**src/rtl/oets_pkg.sv**
```systemverilog
package oets_pkg;

   // capacity of the cell row and derived widths
   localparam int MAX_ELEMENTS = 16;
   localparam int VAL_W = 32;
   localparam int IDX_W = $clog2(MAX_ELEMENTS);
   localparam int CNT_W = $clog2(MAX_ELEMENTS + 1);

   // controller states, one-hot
   typedef enum logic [2:0] {
      ST_LOAD = 3'b001,
      ST_SORT = 3'b010,
      ST_EMIT = 3'b100
   } state_type;

   // control broadcast from the controller to every cell
   typedef struct packed {
      logic             load;
      logic             shift;
      logic             sort;
      logic             phase_odd;
      logic [CNT_W-1:0] count;
   } cell_ctrl_type;

endpackage

```
**src/rtl/oets_cell.sv**
```systemverilog
module oets_cell (
   input  logic                                 clock,
   input  oets_pkg::cell_ctrl_type              ctrl,
   input  logic [oets_pkg::IDX_W-1:0]           cell_index,
   input  logic signed [oets_pkg::VAL_W-1:0]    load_value,
   input  logic signed [oets_pkg::VAL_W-1:0]    left_value,
   input  logic signed [oets_pkg::VAL_W-1:0]    right_value,
   input  logic                                 left_gt,
   output logic signed [oets_pkg::VAL_W-1:0]    value,
   output logic                                 right_gt
);

   logic signed [oets_pkg::VAL_W-1:0] value_ff;
   logic signed [oets_pkg::VAL_W-1:0] value_in;
   logic                              pair_left;
   logic [oets_pkg::CNT_W-1:0]        index_wide;

   assign index_wide = oets_pkg::CNT_W'(cell_index);

   // this cell is the left side of a live pair in the current phase
   assign pair_left = ctrl.sort && (cell_index[0] == ctrl.phase_odd)
                      && ((index_wide + oets_pkg::CNT_W'(1)) < ctrl.count);
   assign right_gt  = pair_left && (value_ff > right_value);

   // load, shift toward the output, or compare and swap
   always_comb begin
      value_in = value_ff;
      if (ctrl.load) begin
         if (index_wide == ctrl.count) begin
            value_in = load_value;
         end
      end else if (ctrl.shift) begin
         value_in = right_value;
      end else if (right_gt) begin
         value_in = right_value;
      end else if (left_gt) begin
         value_in = left_value;
      end
   end

   always_ff @(posedge clock) begin
      value_ff <= value_in;
   end

   assign value = value_ff;

endmodule

```
**src/rtl/odd_even_transposition_sort_top.sv**
```systemverilog
// Odd-even transposition sorter for sets of up to 16 signed 32-bit values. Each
// req beat loads one value into a row of cells; the beat with req_last_item
// closes the set, and values beyond the row's capacity are dropped and flagged
// on every result of that set. The row then sorts in place, one odd or even
// compare-and-swap phase per cycle, stopping after an odd+even pass with no
// swap. Results are shifted out of cell 0, one rsp beat per cycle while
// rsp_ready is high, ascending, with rsp_last_result on the final one. The
// block takes no new set until the last result is taken.
module odd_even_transposition_sort_top (
   input  logic                                 clock,
   input  logic                                 reset,
   input  logic                                 req_valid,
   output logic                                 req_ready,
   input  logic signed [oets_pkg::VAL_W-1:0]    req_value,
   input  logic                                 req_last_item,
   output logic                                 rsp_valid,
   input  logic                                 rsp_ready,
   output logic signed [oets_pkg::VAL_W-1:0]    rsp_sorted_value,
   output logic                                 rsp_last_result,
   output logic                                 rsp_overflowed
);

   localparam int N = oets_pkg::MAX_ELEMENTS;

   oets_pkg::state_type         state_ff, state_in;
   logic [oets_pkg::CNT_W-1:0]  count_ff, count_in;
   logic                        ovf_ff, ovf_in;
   logic                        phase_odd_ff, phase_odd_in;
   logic                        pass_swap_ff, pass_swap_in;
   oets_pkg::cell_ctrl_type     ctrl;
   logic                        req_beat, rsp_beat, any_swap;

   logic signed [oets_pkg::VAL_W-1:0] cell_value [N];
   logic signed [oets_pkg::VAL_W-1:0] left_val   [N];
   logic signed [oets_pkg::VAL_W-1:0] right_val  [N];
   logic [N-1:0]                      gt_vec;
   logic [N-1:0]                      left_gt_vec;

   assign req_ready = (state_ff == oets_pkg::ST_LOAD);
   assign rsp_valid = (state_ff == oets_pkg::ST_EMIT);
   assign req_beat  = req_valid && req_ready;
   assign rsp_beat  = rsp_valid && rsp_ready;
   assign any_swap  = |gt_vec;

   // broadcast control to the row
   always_comb begin
      ctrl.load      = req_beat && (count_ff < oets_pkg::CNT_W'(N));
      ctrl.shift     = rsp_beat;
      ctrl.sort      = (state_ff == oets_pkg::ST_SORT);
      ctrl.phase_odd = phase_odd_ff;
      ctrl.count     = count_ff;
   end

   // neighbor wiring of the cell row
   for (genvar k = 0; k < N; k++) begin : g_cell
      if (k == 0) begin : g_first
         assign left_val[k]    = '0;
         assign left_gt_vec[k] = 1'b0;
      end else begin : g_mid
         assign left_val[k]    = cell_value[k-1];
         assign left_gt_vec[k] = gt_vec[k-1];
      end
      if (k == N - 1) begin : g_last
         assign right_val[k] = '0;
      end else begin : g_inner
         assign right_val[k] = cell_value[k+1];
      end

      oets_cell u_cell (
         .clock       (clock),
         .ctrl        (ctrl),
         .cell_index  (oets_pkg::IDX_W'(k)),
         .load_value  (req_value),
         .left_value  (left_val[k]),
         .right_value (right_val[k]),
         .left_gt     (left_gt_vec[k]),
         .value       (cell_value[k]),
         .right_gt    (gt_vec[k])
      );
   end

   // controller next state
   always_comb begin
      state_in     = state_ff;
      count_in     = count_ff;
      ovf_in       = ovf_ff;
      phase_odd_in = phase_odd_ff;
      pass_swap_in = pass_swap_ff;
      unique case (state_ff)
         oets_pkg::ST_LOAD: begin
            if (req_beat) begin
               if (ctrl.load) begin
                  count_in = count_ff + oets_pkg::CNT_W'(1);
               end else begin
                  ovf_in = 1'b1;
               end
               if (req_last_item) begin
                  state_in     = oets_pkg::ST_SORT;
                  phase_odd_in = 1'b1;
                  pass_swap_in = 1'b0;
               end
            end
         end
         oets_pkg::ST_SORT: begin
            if (phase_odd_ff) begin
               pass_swap_in = any_swap;
               phase_odd_in = 1'b0;
            end else if (!(pass_swap_ff || any_swap)) begin
               state_in = oets_pkg::ST_EMIT;
            end else begin
               pass_swap_in = 1'b0;
               phase_odd_in = 1'b1;
            end
         end
         oets_pkg::ST_EMIT: begin
            if (rsp_beat) begin
               count_in = count_ff - oets_pkg::CNT_W'(1);
               if (count_ff == oets_pkg::CNT_W'(1)) begin
                  state_in = oets_pkg::ST_LOAD;
                  ovf_in   = 1'b0;
               end
            end
         end
         default: begin
            state_in = oets_pkg::ST_LOAD;
         end
      endcase
   end

   always_ff @(posedge clock) begin
      if (reset) begin
         state_ff     <= oets_pkg::ST_LOAD;
         count_ff     <= '0;
         ovf_ff       <= 1'b0;
         phase_odd_ff <= 1'b1;
         pass_swap_ff <= 1'b0;
      end else begin
         state_ff     <= state_in;
         count_ff     <= count_in;
         ovf_ff       <= ovf_in;
         phase_odd_ff <= phase_odd_in;
         pass_swap_ff <= pass_swap_in;
      end
   end

   // result beat comes straight from cell 0
   assign rsp_sorted_value = cell_value[0];
   assign rsp_last_result  = (count_ff == oets_pkg::CNT_W'(1));
   assign rsp_overflowed   = ovf_ff;

   // a result is never offered from an empty row
   a_emit_nonempty: assert property (@(posedge clock) disable iff (reset)
      rsp_valid |-> (count_ff != '0))
      else $error("result offered with empty row");

   // row never holds more than its capacity
   a_count_bound: assert property (@(posedge clock) disable iff (reset)
      count_ff <= oets_pkg::CNT_W'(N))
      else $error("element count beyond capacity");

   // the final result returns the block to loading with the flag cleared
   a_last_reopens: assert property (@(posedge clock) disable iff (reset)
      (rsp_beat && rsp_last_result) |=> (req_ready && !ovf_ff && count_ff == '0))
      else $error("block not reopened after final result");

   // an even phase that ends a phase pair with no swap moves the block to emission
   a_sorted_on_emit: assert property (@(posedge clock) disable iff (reset)
      (ctrl.sort && !phase_odd_ff && !pass_swap_ff && !any_swap) |=> rsp_valid)
      else $error("sort finished without entering emit");

endmodule

```
**config.mk**
```make
export PLATFORM = sky130hd
export DESIGN_NAME = odd_even_transposition_sort_top
export DESIGN_NICKNAME = d
export VERILOG_FILES = /design/src/rtl/oets_pkg.sv /design/src/rtl/oets_cell.sv /design/src/rtl/odd_even_transposition_sort_top.sv
export SDC_FILE = /design/constraint.sdc
export NUM_CORES = 2
export LEC_CHECK = 0
export ABC_CLOCK_PERIOD_IN_PS = 12250
export BUFFER_PORTS_ARGS = -buffer_cell sky130_fd_sc_hd__buf_2
export CAP_MARGIN = 20
export CORE_UTILIZATION = 56
export DETAILED_ROUTE_END_ITERATION = 8
export MAX_ROUTING_LAYER = met4
export PLACE_DENSITY = 0.83
export SLEW_MARGIN = 20
export SYNTH_ARGS = -nofsm -noshare
export SYNTH_HDL_FRONTEND = slang
export SYNTH_HIERARCHICAL = 1
export SYNTH_SLANG_ARGS = --single-unit
```
**constraint.sdc**
```tcl
create_clock -name clock -period 12.25 [get_ports clock]
set_input_delay 0.6125 -clock clock [delete_from_list [all_inputs] [get_ports clock]]
set_output_delay 0.6125 -clock clock [all_outputs]
set_load 0.01 [all_outputs]
```
==> impl_metrics.toml <==
[clock_network]
cts-buffers-inserted = 66
clk_latency_ns = 0.66
postCtsHoldBufs = 0
cts_resized = 0
cts_max_path_buffers = 3
cts_tree = "done"
cts.clk_slew.worst_paths_ns = 0.06
cts.sinks = 523
clockRootBuffer = "clkbuf_16"
cts_setup_buffers = 0
htreeDepth = 3

[cells_and_area]
layout-drive-gt1-share_pct = 14.6
area_delta_synth_final_pct = 6.93
fill_cells = 7654
fin_nets = 6365
fin_area_um2 = 58000
fin_util_pct = 60.8
final_cell_mix = "a21oi_1, ha_1, inv_1"
mostFrequentLayoutCell = "a21oi_1"
antenna_cells = 0

[floorplanning]
die_area_um2 = 98100
initial_core_util_pct = 56.8
die_x_um = 313
io_pins = 73
core_area_um2 = 95400
die_h_um = 313
row_count = 113

[drt]
drt_wl_total_um = 163000
drt-wirelength-per-cell_um = 23.2
ant_nets = 0
viasPerCell = 6.71
firstDrtPassIters = 8
drt_iter0_drc = 5773
drc = 0
via_count = 47200

[power]
power.switching_mw = 6.25
p_per_area_nw_per_um2 = 236
total_power_mw = 13.7
p_leak_nw = 23.1
pwr-share-comb_pct = 51.7
peakVddDrop_mv = 0.143
p_seq_share_pct = 34.1
p_clk_share_pct = 14.2
p_int_mw = 7.45
swShare_pct = 45.6

[setup_path]
cp-end-kind = "flop"
start_kind = "flop"
crit_fanout = 197
crit_arrival_ns = 5.09
r2r_slack_ns = 7.44
critPathKind = "reg2reg"
critPathRequiredTime_ns = 12.53

[placement]
dp_slack_ns = 7.59
gp_congestion = 0.961
io_buffers = 72
placed_area_um2 = 55900
hpwl_um = 116000

[logic_synthesis]
synth_fa_ha_area_share_pct = 14.1
yosys_warnings = 6
yosys.area_share.simple_pct = 13.6
synth_cell_type_count = 57
synth_top_family_by_area = "compound AO/OA/AOI/OAI gates"
synth_xor_area_share_pct = 1.84
synthCells = 5583
synthArstFlopShare_pct = 0
avgSynthCellArea_um2 = 9.71
synth_area_um2 = 54200
synth_top_cell_area_share_pct = 28.4
ys.flop_type = "edfxtp_1"
ys_seq_elements = 523
synth-seq-area-share_pct = 28.8
synth_area_leaders = "edfxtp_1, a41oi_2, ha_1, a21oi_1, o31ai_1"
synth_compound_area_share_pct = 32.9
synth_edf_count = 512
synthMuxAreaShare_pct = 0.0808
synth_top_cell_by_area = "edfxtp_1"

[sta]
hold_violations = 0
worstMarginPinSlew_ns = 1.17
finalClockSkew_ns = 0.0372
period_share_pct = 39.2
drv_slew = 0
rsz0062_at_grt = "false"
max-slew-margin-rel_pct = 22.1
max_freq_mhz = 208
fin_crit_ns = 4.81
finalSetupViolCount = 0
postLayoutSetupSlackWorst_ns = 7.44
setup_tns_ns = 0

[worst_hold_path]
hold_class = "in2reg"

[global_routing]
grt_max_degree = 210
grt_pass1_vias = 44900
grt_usage_pct = 33.2
grt_antenna_before_repair = 1
grt_pass1_wl_um = 252000
grt.overflow.total = 0

[flow_run]
drv_cap = 0

[run_status]
status = "completed"
## sequential cells by signal, summed over array words and instances (netlist names)
register,count
rsp_overflowed,1
pass_swap_ff,1
phase_odd_ff,1
count_ff,5
g_cell.u_cell/value,512
state_ff,3
## synthesized netlist by cell type (11+ instances only)
cell,number
inv_1,596
nand2_1,178
and4_1,16
and2_1,17
nand2b_1,33
edfxtp_1,512
or3_1,17
nor2b_1,513
ha_1,611
nand4_1,67
a31oi_4,16
a21oi_1,773
nand4b_1,17
buf_2,192
nor3_2,16
nor3_1,80
a211o_1,16
a41oi_1,32
buf_6,80
a21o_1,33
nor4_1,21
and3_1,16
nor2_1,89
a22oi_1,16
a221oi_1,16
a41oi_2,480
or4_1,17
nand4_4,16
clkbuf_1,112
nand3_1,114
dfxtp_1,11
o211a_1,16
nor4b_1,18
o211ai_1,16
xnor2_1,82
o21ai_0,82
a31o_2,16
xor2_1,32
o31ai_1,514
buf_1,48
a221o_1,16
## power groups by stage
stage               Sequential (mW)  Clock (mW)  Combinational, mW
floorplan                      4.08           0               5.44
global placement               4.64           0               6.41
detailed placement             4.67           0               6.85
CTS                            4.64        1.95               6.91
global route                   4.74        2.01               7.80
finish                         4.68        1.94               7.08
## routing by layer
layer | GRT usage, % | share of wire [%] | wire (um) | up-vias
met5 | - | 0 | 0 | -
met4 | 18.8 | 6.3 | 10200 | 0
met3 | 5.73 | 8.3 | 13500 | 646
met2 | 54.0 | 48 | 78200 | 2403
met1 | 38.7 | 38 | 61400 | 22800
li1 | - | - | - | 21400
## final timing paths
check | start | depth (start not counted) | endpoint
max | state_ff[0] | 10 | g_cell[10].u_cell/value[4]
min | reset | 2 | pass_swap_ff
max reg2reg | state_ff[0] | 10 | g_cell[10].u_cell/value[4]
min reg2reg | rsp_overflowed | 2 | rsp_overflowed
## metrics by stage
step | hold slack [ns] | instances
floorplan | 0.497 | 5902
global placement | 0.465 | 6912
detailed placement | 0.475 | 6914
CTS | 0.260 | 7032
global route | 0.302 | 7032
finish | 0.293 | 7032
## layout make-up
class | instances | area [um2] | share of cell area [%]
Clock buffer | 80 | 1750 | 3.01
Tap cell | 1265 | 1580 | 2.73
Multi-Input combinational cell | 4349 | 35200 | 60.8
Clock inverter | 38 | 328 | 0.565
Inverter | 596 | 2240 | 3.86
Sequential cell | 523 | 15600 | 26.9
Timing Repair Buffer | 181 | 1260 | 2.17
## cells by family after synthesis
family	count (synthesis)
AOI/OAI and AO/OA	2049
xor gates and xnor gates	114
muxes	4
buffers and inverters	1030
other	2
adders and majority gates	611
DFF	523
and+or+nand+nor	1250
## critical path, cell delays in order (launching register included)
cell,delay [ns]
dfxtp_1,0.38
or3b_2,0.49
inv_1,0.14
nand2_1,0.10
nor2_4,0.11
buf_12,0.61
buf_12,0.73
buf_4,0.84
nor2_1,0.14
a22oi_2,0.15
buf_4,0.41
(Power assumes the default switching activity.)
